[src/hw/rtl/ngm_pkg.sv]
`timescale 1ns / 1ps

package ngm_pkg;

  localparam int NUM_GATES = 8;
  localparam int GATE_W    = (NUM_GATES > 1) ? $clog2(NUM_GATES) : 1;

  localparam logic [31:0] LIMIT_RESET = 32'd655294464;  // 9999.0 in q16.16
  localparam logic [31:0] DIST_SAT    = 32'hFFFF_FFFF;

  localparam logic OP_LOAD  = 1'b0;
  localparam logic OP_QUERY = 1'b1;

  // multiplier operand and product widths
  localparam int MUL_W  = 18;
  localparam int PROD_W = 2 * MUL_W;

  typedef struct packed {
    logic signed [15:0] x;
    logic signed [15:0] y;
    logic signed [15:0] cos;
    logic signed [15:0] sin;
  } gate_entry_t;

  typedef struct packed {
    logic              en;
    logic [GATE_W-1:0] idx;
    gate_entry_t       entry;
  } gate_wr_t;

  // round q.22 rotation result to q8.8, half up, floor shift
  function automatic logic signed [19:0] rot_round(input logic signed [32:0] r);
    logic signed [33:0] t;
    t = 34'(r) + 34'sd8192;
    return t[33:14];
  endfunction

  function automatic logic signed [15:0] sat16(input logic signed [20:0] v);
    logic signed [15:0] res;
    if (v > 21'sd32767) begin
      res = 16'sh7FFF;
    end else if (v < -21'sd32768) begin
      res = 16'sh8000;
    end else begin
      res = v[15:0];
    end
    return res;
  endfunction

endpackage

[src/hw/rtl/ngm_if.sv]
`timescale 1ns / 1ps

interface ngm_in_if;
  logic               valid;
  logic               ready;
  logic               op;
  logic [2:0]         gate_index;
  logic signed [15:0] gate_x;
  logic signed [15:0] gate_y;
  logic signed [15:0] gate_cos;
  logic signed [15:0] gate_sin;
  logic signed [15:0] meas_dx;
  logic signed [15:0] meas_dy;
  logic signed [15:0] est_x;
  logic signed [15:0] est_y;
  logic signed [15:0] corr_x;
  logic signed [15:0] corr_y;

  modport source (
    output valid, op, gate_index, gate_x, gate_y, gate_cos, gate_sin,
           meas_dx, meas_dy, est_x, est_y, corr_x, corr_y,
    input  ready
  );
  modport sink (
    input  valid, op, gate_index, gate_x, gate_y, gate_cos, gate_sin,
           meas_dx, meas_dy, est_x, est_y, corr_x, corr_y,
    output ready
  );
endinterface

interface ngm_out_if;
  logic               valid;
  logic               ready;
  logic signed [15:0] match_x;
  logic signed [15:0] match_y;
  logic               match_found;
  logic [2:0]         match_gate;
  logic [31:0]        match_distance;

  modport source (
    output valid, match_x, match_y, match_found, match_gate, match_distance,
    input  ready
  );
  modport sink (
    input  valid, match_x, match_y, match_found, match_gate, match_distance,
    output ready
  );
endinterface

interface ngm_cfg_if;
  logic        valid;
  logic        ready;
  logic [31:0] data;

  modport source (output valid, data, input ready);
  modport sink (input valid, data, output ready);
endinterface

[src/hw/rtl/ngm_mul.sv]
`timescale 1ns / 1ps

module ngm_mul (
  input  logic                               clk_i,
  input  logic signed [ngm_pkg::MUL_W-1:0]   a_i,
  input  logic signed [ngm_pkg::MUL_W-1:0]   b_i,
  output logic signed [ngm_pkg::PROD_W-1:0]  prod_o
);
  import ngm_pkg::*;

  logic signed [PROD_W-1:0] prod_q;

  // registered signed product
  always_ff @(posedge clk_i) begin
    prod_q <= a_i * b_i;
  end

  assign prod_o = prod_q;

endmodule

[src/hw/rtl/ngm_gate_table.sv]
`timescale 1ns / 1ps

module ngm_gate_table (
  input  logic                         clk_i,
  input  logic                         rst_ni,
  input  ngm_pkg::gate_wr_t            wr_i,
  input  logic [ngm_pkg::GATE_W-1:0]   rd_idx_i,
  output ngm_pkg::gate_entry_t         rd_entry_o
);
  import ngm_pkg::*;

  gate_entry_t entry_q [NUM_GATES];

  always_ff @(posedge clk_i or negedge rst_ni) begin
    if (!rst_ni) begin
      for (int i = 0; i < NUM_GATES; i++) begin
        entry_q[i] <= '0;
      end
    end else if (wr_i.en) begin
      entry_q[wr_i.idx] <= wr_i.entry;
    end
  end

  assign rd_entry_o = entry_q[rd_idx_i];

endmodule

[src/hw/rtl/nearest_gate_match.sv]
`timescale 1ns / 1ps

// nearest_gate_match: nearest-neighbor association of a vision gate detection
// against a table of known gates.
//
// channels: in_i carries one word per request (op 0 loads a table entry,
// op 1 runs a query), out_o returns exactly one result word per request,
// cfg_i writes the distance limit (always ready, write only while idle).
//
// sequencing: a load goes from accept straight to the done state. a query walks
// every table entry through one shared 18x18 multiplier in states M0 to M8 per
// entry (four rotation products, two squares, plus add / saturate slots). one
// request is in flight at a time; in_i.ready is high only while the sequencer idles.
//
// the result sits in an output register, so a new request is accepted while
// a finished result still waits; if out_o stalls, the following request
// finishes its work and holds in its done state until the register frees.
//
// reset: table entries and the last match clear to zero, the limit returns
// to 9999.0 (q16.16), no result is pending.
module nearest_gate_match (
  input  logic clk_i,
  input  logic rst_ni,
  ngm_in_if.sink    in_i,
  ngm_out_if.source out_o,
  ngm_cfg_if.sink   cfg_i
);
  import ngm_pkg::*;

  typedef enum logic [10:0] {
    S_IDLE = 11'b000_0000_0001,
    S_M0   = 11'b000_0000_0010,
    S_M1   = 11'b000_0000_0100,
    S_M2   = 11'b000_0000_1000,
    S_M3   = 11'b000_0001_0000,
    S_M4   = 11'b000_0010_0000,
    S_M5   = 11'b000_0100_0000,
    S_M6   = 11'b000_1000_0000,
    S_M7   = 11'b001_0000_0000,
    S_M8   = 11'b010_0000_0000,
    S_DONE = 11'b100_0000_0000
  } state_e;

  state_e state_q, state_d;

  // config
  logic [31:0] limit_q;

  // query operands
  logic signed [15:0] dx_q, dy_q;
  logic signed [16:0] tx_q, ty_q;

  // per-gate datapath
  logic [GATE_W-1:0]        gate_q;
  logic signed [PROD_W-1:0] acc_q;
  logic signed [32:0]       rot_q;
  logic signed [15:0]       cx_q, cy_q;
  logic signed [17:0]       err_q;

  // running best
  logic [31:0]        best_q;
  logic signed [15:0] bx_q, by_q;
  logic [GATE_W-1:0]  bgate_q;
  logic               found_q;
  logic signed [15:0] last_x_q, last_y_q;

  // output register
  logic               out_valid_q;
  logic signed [15:0] out_x_q, out_y_q;
  logic               out_found_q;
  logic [2:0]         out_gate_q;
  logic [31:0]        out_dist_q;

  logic               in_fire, out_free, last_gate;
  gate_wr_t           tbl_wr;
  gate_entry_t        ent;
  logic signed [MUL_W-1:0]  mul_a, mul_b;
  logic signed [PROD_W-1:0] prod;
  logic [34:0]        dist_sum;
  logic [31:0]        cand_dist;

  assign in_i.ready  = (state_q == S_IDLE);
  assign cfg_i.ready = 1'b1;
  assign in_fire     = in_i.valid && in_i.ready;
  assign out_free    = !out_valid_q || out_o.ready;
  assign last_gate   = (gate_q == GATE_W'(NUM_GATES - 1));

  // table load goes straight in at accept
  always_comb begin
    tbl_wr.en        = in_fire && (in_i.op == OP_LOAD)
                       && (32'(in_i.gate_index) < NUM_GATES);
    tbl_wr.idx       = GATE_W'(in_i.gate_index);
    tbl_wr.entry.x   = in_i.gate_x;
    tbl_wr.entry.y   = in_i.gate_y;
    tbl_wr.entry.cos = in_i.gate_cos;
    tbl_wr.entry.sin = in_i.gate_sin;
  end

  ngm_gate_table u_table (
    .clk_i      (clk_i),
    .rst_ni     (rst_ni),
    .wr_i       (tbl_wr),
    .rd_idx_i   (gate_q),
    .rd_entry_o (ent)
  );

  // operand select for the shared multiplier
  always_comb begin
    case (state_q)
      S_M0: begin
        mul_a = MUL_W'(ent.cos);
        mul_b = MUL_W'(dx_q);
      end
      S_M1: begin
        mul_a = MUL_W'(ent.sin);
        mul_b = MUL_W'(dy_q);
      end
      S_M2: begin
        mul_a = MUL_W'(ent.sin);
        mul_b = MUL_W'(dx_q);
      end
      S_M3: begin
        mul_a = MUL_W'(ent.cos);
        mul_b = MUL_W'(dy_q);
      end
      S_M5, S_M7: begin
        mul_a = err_q;
        mul_b = err_q;
      end
      default: begin
        mul_a = '0;
        mul_b = '0;
      end
    endcase
  end

  ngm_mul u_mul (
    .clk_i  (clk_i),
    .a_i    (mul_a),
    .b_i    (mul_b),
    .prod_o (prod)
  );

  // ex^2 + ey^2, both below 2^34, saturate at 32 bits
  assign dist_sum  = {1'b0, acc_q[33:0]} + {1'b0, prod[33:0]};
  assign cand_dist = (dist_sum[34:32] != 3'd0) ? DIST_SAT : dist_sum[31:0];

  // sequencer
  always_comb begin
    state_d = state_q;
    case (state_q)
      S_IDLE: begin
        if (in_fire) begin
          state_d = (in_i.op == OP_QUERY) ? S_M0 : S_DONE;
        end
      end
      S_M0:   state_d = S_M1;
      S_M1:   state_d = S_M2;
      S_M2:   state_d = S_M3;
      S_M3:   state_d = S_M4;
      S_M4:   state_d = S_M5;
      S_M5:   state_d = S_M6;
      S_M6:   state_d = S_M7;
      S_M7:   state_d = S_M8;
      S_M8:   state_d = last_gate ? S_DONE : S_M0;
      S_DONE: begin
        if (out_free) begin
          state_d = S_IDLE;
        end
      end
      default: state_d = S_IDLE;
    endcase
  end

  always_ff @(posedge clk_i or negedge rst_ni) begin
    if (!rst_ni) begin
      state_q <= S_IDLE;
    end else begin
      state_q <= state_d;
    end
  end

  always_ff @(posedge clk_i or negedge rst_ni) begin
    if (!rst_ni) begin
      limit_q <= LIMIT_RESET;
    end else if (cfg_i.valid && cfg_i.ready) begin
      limit_q <= cfg_i.data;
    end
  end

  // datapath registers
  always_ff @(posedge clk_i) begin
    case (state_q)
      S_IDLE: begin
        dx_q <= in_i.meas_dx;
        dy_q <= in_i.meas_dy;
        tx_q <= 17'(in_i.est_x) + 17'(in_i.corr_x);
        ty_q <= 17'(in_i.est_y) + 17'(in_i.corr_y);
      end
      S_M1: acc_q <= prod;
      S_M2: rot_q <= $signed(acc_q[32:0]) - $signed(prod[32:0]);
      S_M3: begin
        acc_q <= prod;
        cx_q  <= sat16(21'(ent.x) + 21'(rot_round(rot_q)));
      end
      S_M4: begin
        rot_q <= $signed(acc_q[32:0]) + $signed(prod[32:0]);
        err_q <= 18'(cx_q) - 18'(tx_q);
      end
      S_M5: cy_q <= sat16(21'(ent.y) + 21'(rot_round(rot_q)));
      S_M6: begin
        acc_q <= prod;
        err_q <= 18'(cy_q) - 18'(ty_q);
      end
      default: ;
    endcase
  end

  // gate walk and running best
  always_ff @(posedge clk_i or negedge rst_ni) begin
    if (!rst_ni) begin
      gate_q   <= '0;
      found_q  <= 1'b0;
      best_q   <= '0;
      bx_q     <= '0;
      by_q     <= '0;
      bgate_q  <= '0;
      last_x_q <= '0;
      last_y_q <= '0;
    end else begin
      case (state_q)
        S_IDLE: begin
          if (in_fire) begin
            gate_q  <= '0;
            found_q <= 1'b0;
            best_q  <= limit_q;
            bgate_q <= '0;
          end
        end
        S_M8: begin
          // strict compare keeps the lowest index on a tie
          if (cand_dist < best_q) begin
            best_q  <= cand_dist;
            bx_q    <= cx_q;
            by_q    <= cy_q;
            bgate_q <= gate_q;
            found_q <= 1'b1;
          end
          if (!last_gate) begin
            gate_q <= gate_q + GATE_W'(1);
          end
        end
        S_DONE: begin
          if (out_free && found_q) begin
            last_x_q <= bx_q;
            last_y_q <= by_q;
          end
        end
        default: ;
      endcase
    end
  end

  // output register
  always_ff @(posedge clk_i or negedge rst_ni) begin
    if (!rst_ni) begin
      out_valid_q <= 1'b0;
    end else if (state_q == S_DONE && out_free) begin
      out_valid_q <= 1'b1;
    end else if (out_o.ready) begin
      out_valid_q <= 1'b0;
    end
  end

  always_ff @(posedge clk_i) begin
    if (state_q == S_DONE && out_free) begin
      out_x_q     <= found_q ? bx_q : last_x_q;
      out_y_q     <= found_q ? by_q : last_y_q;
      out_found_q <= found_q;
      out_gate_q  <= found_q ? 3'(bgate_q) : 3'd0;
      out_dist_q  <= found_q ? best_q : 32'd0;
    end
  end

  assign out_o.valid          = out_valid_q;
  assign out_o.match_x        = out_x_q;
  assign out_o.match_y        = out_y_q;
  assign out_o.match_found    = out_found_q;
  assign out_o.match_gate     = out_gate_q;
  assign out_o.match_distance = out_dist_q;

  // accepted request takes the sequencer out of idle
  a_busy_after_accept: assert property (@(posedge clk_i) disable iff (!rst_ni)
    in_fire |=> !in_i.ready)
    else $error("request accepted but sequencer still idle");

  // a miss or a load reports zero gate and distance
  a_miss_zero: assert property (@(posedge clk_i) disable iff (!rst_ni)
    (out_valid_q && !out_found_q) |-> (out_gate_q == 3'd0 && out_dist_q == 32'd0))
    else $error("miss result carries gate or distance");

  // finished work waits while the output register is occupied
  a_done_holds: assert property (@(posedge clk_i) disable iff (!rst_ni)
    (state_q == S_DONE && !out_free) |=> (state_q == S_DONE))
    else $error("result dropped while output stalled");

  // a found match always beats the limit it started from
  a_found_below: assert property (@(posedge clk_i) disable iff (!rst_ni)
    (state_q == S_DONE && found_q) |-> (best_q != DIST_SAT))
    else $error("match recorded at saturated distance");

endmodule
[src/flat_wrapper.sv]
// flat-port wrapper written by rule: the top's interface ports become plain ports
module nearest_gate_match_flat import ngm_pkg::*;
  (clk_i, rst_ni, in_i_valid, in_i_op, in_i_gate_index, in_i_gate_x, in_i_gate_y, in_i_gate_cos, in_i_gate_sin, in_i_meas_dx, in_i_meas_dy, in_i_est_x, in_i_est_y, in_i_corr_x, in_i_corr_y, in_i_ready, out_o_valid, out_o_match_x, out_o_match_y, out_o_match_found, out_o_match_gate, out_o_match_distance, out_o_ready, cfg_i_valid, cfg_i_data, cfg_i_ready);
  ngm_in_if in_i_i ();
  ngm_out_if out_o_i ();
  ngm_cfg_if cfg_i_i ();
  input  logic clk_i;
  input  logic rst_ni;
  input wire logic [$bits(in_i_i.valid)-1:0] in_i_valid;
  input wire logic [$bits(in_i_i.op)-1:0] in_i_op;
  input wire logic [$bits(in_i_i.gate_index)-1:0] in_i_gate_index;
  input wire logic [$bits(in_i_i.gate_x)-1:0] in_i_gate_x;
  input wire logic [$bits(in_i_i.gate_y)-1:0] in_i_gate_y;
  input wire logic [$bits(in_i_i.gate_cos)-1:0] in_i_gate_cos;
  input wire logic [$bits(in_i_i.gate_sin)-1:0] in_i_gate_sin;
  input wire logic [$bits(in_i_i.meas_dx)-1:0] in_i_meas_dx;
  input wire logic [$bits(in_i_i.meas_dy)-1:0] in_i_meas_dy;
  input wire logic [$bits(in_i_i.est_x)-1:0] in_i_est_x;
  input wire logic [$bits(in_i_i.est_y)-1:0] in_i_est_y;
  input wire logic [$bits(in_i_i.corr_x)-1:0] in_i_corr_x;
  input wire logic [$bits(in_i_i.corr_y)-1:0] in_i_corr_y;
  output wire logic [$bits(in_i_i.ready)-1:0] in_i_ready;
  output wire logic [$bits(out_o_i.valid)-1:0] out_o_valid;
  output wire logic [$bits(out_o_i.match_x)-1:0] out_o_match_x;
  output wire logic [$bits(out_o_i.match_y)-1:0] out_o_match_y;
  output wire logic [$bits(out_o_i.match_found)-1:0] out_o_match_found;
  output wire logic [$bits(out_o_i.match_gate)-1:0] out_o_match_gate;
  output wire logic [$bits(out_o_i.match_distance)-1:0] out_o_match_distance;
  input wire logic [$bits(out_o_i.ready)-1:0] out_o_ready;
  input wire logic [$bits(cfg_i_i.valid)-1:0] cfg_i_valid;
  input wire logic [$bits(cfg_i_i.data)-1:0] cfg_i_data;
  output wire logic [$bits(cfg_i_i.ready)-1:0] cfg_i_ready;
  assign in_i_i.valid = in_i_valid;
  assign in_i_i.op = in_i_op;
  assign in_i_i.gate_index = in_i_gate_index;
  assign in_i_i.gate_x = in_i_gate_x;
  assign in_i_i.gate_y = in_i_gate_y;
  assign in_i_i.gate_cos = in_i_gate_cos;
  assign in_i_i.gate_sin = in_i_gate_sin;
  assign in_i_i.meas_dx = in_i_meas_dx;
  assign in_i_i.meas_dy = in_i_meas_dy;
  assign in_i_i.est_x = in_i_est_x;
  assign in_i_i.est_y = in_i_est_y;
  assign in_i_i.corr_x = in_i_corr_x;
  assign in_i_i.corr_y = in_i_corr_y;
  assign in_i_ready = in_i_i.ready;
  assign out_o_valid = out_o_i.valid;
  assign out_o_match_x = out_o_i.match_x;
  assign out_o_match_y = out_o_i.match_y;
  assign out_o_match_found = out_o_i.match_found;
  assign out_o_match_gate = out_o_i.match_gate;
  assign out_o_match_distance = out_o_i.match_distance;
  assign out_o_i.ready = out_o_ready;
  assign cfg_i_i.valid = cfg_i_valid;
  assign cfg_i_i.data = cfg_i_data;
  assign cfg_i_ready = cfg_i_i.ready;
  nearest_gate_match u_core (.clk_i(clk_i), .rst_ni(rst_ni), .in_i(in_i_i), .out_o(out_o_i), .cfg_i(cfg_i_i));
endmodule
[config.mk]
export PLATFORM = sky130hd
export DESIGN_NAME = nearest_gate_match_flat
export DESIGN_NICKNAME = d
export VERILOG_FILES = /design/src/hw/rtl/ngm_pkg.sv /design/src/hw/rtl/ngm_if.sv /design/src/hw/rtl/ngm_mul.sv /design/src/hw/rtl/ngm_gate_table.sv /design/src/hw/rtl/nearest_gate_match.sv /design/src/flat_wrapper.sv
export SDC_FILE = /design/constraint.sdc
export NUM_CORES = 2
export LEC_CHECK = 0
export BUFFER_PORTS_ARGS = -buffer_cell sky130_fd_sc_hd__clkbuf_2
export CAP_MARGIN = 20
export CORE_ASPECT_RATIO = 1.4
export CORE_MARGIN = 10
export CORE_UTILIZATION = 55
export CTS_CLUSTER_DIAMETER = 100
export DETAILED_ROUTE_END_ITERATION = 10
export GPL_TIMING_DRIVEN = 0
export PLACE_DENSITY = 0.81
export SLEW_MARGIN = 30
export SYNTH_ARGS = -nofsm -noshare
export SYNTH_HDL_FRONTEND = slang
export SYNTH_HIERARCHICAL = 1
export SYNTH_SLANG_ARGS = --single-unit
[constraint.sdc]
create_clock -name clk_i -period 20.5 [get_ports clk_i]
set_clock_uncertainty 0.2 [all_clocks]
set_input_delay 3.075 -clock clk_i [delete_from_list [all_inputs] [get_ports clk_i]]
set_output_delay 3.075 -clock clk_i [all_outputs]
set_load 0.005 [all_outputs]
# Word-level counts from Yosys, hierarchy flattened
# Cells that the tools add are included.
# op_classes
n_reduce_logical	23
muxes	33
n_mul	1
eq_ne	16
n_bitwise	3
add_sub_neg	11
order_cmp	8
# ops
op	n
$bwmux 512	1
$bmux 64 s3	1
$demux 64 s3	1
$mux 64	3
$pmux 11 s11	1
$pmux 18 s3	2
$mux 32	3
$pmux 33 s2	1
$mux 16	4
$pmux 32 s2	1
$mux 11	4
$add 16x20->21	2
$gt 21x16->1 const B	2
$lt 21x16->1 const B	2
$pmux 18 s2	1
$sub 16x17->18	2
$add 34x34->35	1
$add 16x16->17	2
$add 33x15->34 const B	1
$mul 18x18->34	1
$add 33x33->33	1
$sub 33x33->33	1
$lt 32x32->1	1
$pmux 3 s2	2
31 further kinds	54
# word_totals
reg_bits	944
word_cells	153
input_bits	201

# Depth between registers and ports, before layout
# depth
depth_word	7
depth_mapped	36
depth_no_buf	31

# By module
# Netlist, hierarchy kept.
# modules_own_cells
module	cells_each	instances	area_each_um2
nearest_gate_match	2339	1	24543.5
ngm_gate_table	1314	1	22779.3
ngm_mul	1377	1	12923.6

# Least setup slack after synthesis
# OpenSTA, ideal clock, no wires.
# synth_timing
path_kind	register to register
start	register u_core.state_q[10]
end	register u_core/u_mul/prod_o[35] (netlist name)
path_slack_ns	11.009
synth_period_minus_slack_ns	9.491
setup_ns	0.073
n_path_buf	5
path_stages_with_launch	37
arrival_time_ns	9.218
cell_sequence	dfrtp_1 -> nor2_1 -> nand2_1 -> nor4_1 -> nand2_1 -> nor3b_1 -> or2_2 -> clkbuf_1 -> clkbuf_1 -> nand2_1 -> nand2_1 -> clkbuf_1 -> clkbuf_1 -> nand2_1 -> inv_1 -> fa_1 -> inv_1 -> fa_1 -> inv_1 -> ha_1 -> inv_1 -> fa_1 -> inv_1 -> fa_1 -> inv_1 -> fa_1 -> inv_1 -> ha_1 -> buf_4 -> a21o_1 -> a21o_1 -> a21oi_1 -> nor2_1 -> o21ai_0 -> o311ai_4 -> a2111o_1 -> o211ai_2
# synth_lines
item	line_no	source
from (decl)	nearest_gate_match.sv:44	state_e state_q, state_d;
from (signal assigned)	nearest_gate_match.sv:179	state_q <= state_d;

# Worst setup path in the final report
# layout_timing
start	register u_core.state_q[2]
end	register u_core.u_mul.prod_q[32], in the netlist u_core/u_mul/prod_o[32]
# layout_via
elab_chain_len	4
# layout_lines
item	line_no	source
$eq 11x9->1, or another cell as far along	nearest_gate_match.sv:109	case (state_q)
$reduce_or 2->1, on equally long branches	n/a	
$pmux 18 s3 *	nearest_gate_match.sv:109	
named net u_core.mul_a[17]	nearest_gate_match.sv:77	logic signed [MUL_W-1:0] mul_a, mul_b;
$mul 18x18->34 *	ngm_mul.sv:15	prod_q <= a_i * b_i;
to (signal assigned)	ngm_mul.sv:15	
to (decl)	ngm_mul.sv:11	logic signed [PROD_W-1:0] prod_q;
# The timed path passes the listed nets; every way through them passes the cells marked *.
# A chain may end at the register's enable or synchronous reset.

==> metrics.md <==
| Metric | Value |
|---|---|
| Via-to-Cell Ratio | 5.95 |
| Row Count | 143 |
| Post-route ant nets | 0 |
| Register clock-pin slew on the reported worst setup and hold paths | 0.07 ns |
| Core footprint | 108000 um^2 |
| Area of the die | 123000 um^2 |
| Startpoint Class | flip-flop |
| Slew Viols, Final | 0 |
| H-tree levels | 3 |
| 1st-pass router iterations | 10 |
| Critical path class | reg -> reg |
| Max-cap violations | 0 |
| Most frequent CP cell | inv_1 |
| Comb power frac | 0.345 |
| RR Startpoint | u_core/state_q[2] |
| Buffers on Ports | 269 |
| R2R Setup Slk | 10.01 ns |
| Setup-failing EPs final | 0 |
| Pre-CTS WS | 10.22 ns |
| Initial Utilization | 0.553 |
| Largest net degree at the start of global routing | 85 |
| Crit path max fanout | 10 |
| DRC violations left | 0 |
| Synth Cell Area | 59800 um^2 |
| Met1 wire length | 60200 um |
| Gate Count Post-Synth | 4982 |
| Clk buf depth | 3 |
| Final Wtd Congestion | 1.02 |
| # resized after CTS | 0 |
| Remaining Overflow, GRT | 0 |
| Clock sinks | 931 |
| Total power per unit cell area | 103 nW/um^2 |
| Synth warn | 6 |
| Metal3 WL | 12100 um |
| Static leakage | 31.1 nW |
| Final worst path period share | 0.512 |
| CP Capture Point | u_core/u_mul/prod_o[32] |
| First-pass GRT wire length | 258000 um |
| Slowest stage cell, crit path | fa_1 |
| DR top layer | met5 |
| Crit path DAT | 10.86 ns |
| Setup ws final | 10.01 ns |
| WL final | 169000 um |
| FF-to-FF End | u_core/u_mul/prod_o[32] |
| Via count | 41000 |
| Worst EP required | 20.87 ns |
| Slew margin rel. | 0.307 |
| Clk network pwr share | 0.238 |
| Final Hold Fails | 0 |
| Status | completed |
| CP peak stage delay | 0.56 ns |
| Initial antenna violation count | 33 |
| Postcts setup bufs | 0 |
| Seq pwr share | 0.417 |
| Mapped Nets | 5810 |
| Routed wl met2 | 85400 um |
| Hpwl dp | 132000 um |
| Hold Crit Class | reg -> reg |
| Mean post-synth cell area | 12.0 um^2 |
| Final net count | 6188 |
| Post-Route Setup TNS | 0 ns |
| DIE WIDTH | 299 um |
| WL/cell | 24.6 um |
| RSZ-0062 raised after global routing | false |
| I/O pin total | 272 |
| Commonest cells after routing, fill and taps aside | mux2_2, dfrtp_1, inv_1 |
| Cell internal pwr | 4.57 mW |
| Num CTS Buffers | 89 |
| Die Ht | 410 um |
| Most common cell after layout, fill and taps aside | mux2_2 |
| Vias in the first global route | 43200 |
| VDD IR max | 0.0000974 V |
| FMAX | 95.3 MHz |
| Post-CTS Hold Buffers | 0 |
| Slew at the pin closest to its max-slew limit | 1.03 ns |
| Crit path time final | 10.49 ns |
| Worst skew pair latency | 0.68 ns |
| Reg2Reg Depth | 34 |
| Launch point of the critical path | u_core/state_q[2] |
| GRT Util Overall | 0.274 |
| Switching power total | 2.29 mW |
| Root Buffer | clkbuf_16 |
| Synthesis-to-finish area growth | 10.8% |
| 1st-iter DRT viols | 3236 |
| Share of layout cells above drive strength 1 | 0.257 |
| Crit. End Element | flip-flop |
| TritonCTS clock tree | yes |
| Switching part of the total | 0.333 |
## final cells by class
| type | instances | area, um^2 |
|---|---|---|
| fill | 8333 | 42000 |
| timing repair buffer | 287 | 1740 |
| multi-input combinational | 3301 | 32500 |
| tap | 1450 | 1810 |
| antenna | 10 | 25.0 |
| clock inverter | 38 | 313 |
| buffer | 208 | 1010 |
| clock buffer | 126 | 2560 |
| inverter | 542 | 2030 |
| sequential | 931 | 24300 |
## critical path: cells and delay by family, from the launching register on
| family | cells | cell delay (ns) |
|---|---|---|
| simple gates | 10 | 2.59 |
| buf+inv | 12 | 2.93 |
| fa+ha+maj | 7 | 3.23 |
| compound gates | 5 | 0.95 |
| flops | 1 | 0.46 |
## worst min-delay path by stage
stage | startpoint | to | slack [ns] | cells past startpoint
floorplan | u_core/u_mul/prod_o[33] | u_core/acc_q[33] | 0.21 | 0
global placement | u_core/u_mul/prod_o[33] | u_core/acc_q[33] | 0.26 | 0
detailed placement | u_core/best_q[8] | u_core/best_q[8] | 0.28 | 1
CTS | u_core/best_q[28] | u_core/best_q[28] | 0.29 | 1
global route | u_core/best_q[5] | u_core/best_q[5] | 0.30 | 1
finish | u_core/best_q[12] | u_core/best_q[12] | 0.29 | 1
## stage by stage
stage          std cells  hold slack (ns)  power [mW]  cell area [um^2]   util
2_1_floorplan       4982            0.212        4.44             59800      -
3_3_place_gp        6701            0.261        5.09             63000  0.582
3_5_place_dp        6719            0.280        5.19             63400  0.586
4_1_cts             6883            0.294        6.85             66300  0.612
5_1_grt             6889            0.303        7.20             66300  0.612
6_report            6893            0.292        6.86             66300  0.612
## layer usage
metal,up-vias,GRT usage
met5,-,0
met4,48,0.159
met3,540,0.0621
met2,1543,0.481
met1,20700,0.302
li1,18200,-
## state kept, by name (all words and copies together), names as in the netlist, 17 cells and up
signal                       cells
u_core/err_q                    18
u_core/u_table/entry_q         512
u_core/tx_q                     17
u_core/limit_q                  32
u_core/best_q                   32
u_core/u_mul/prod_o             34
u_core/out_o.match_distance     32
u_core/ty_q                     17
u_core/acc_q                    34
u_core/rot_q                    20
## power by group through the flow
stage,clock network (mW),registers [mW],logic [mW]
5_1_grt,1.74,2.91,2.55
3_3_place_gp,0,2.85,2.24
3_5_place_dp,0,2.87,2.31
2_1_floorplan,0,2.76,1.68
4_1_cts,1.66,2.85,2.35
6_report,1.63,2.86,2.37
No activity file was read; power rests on OpenSTA's default activity.
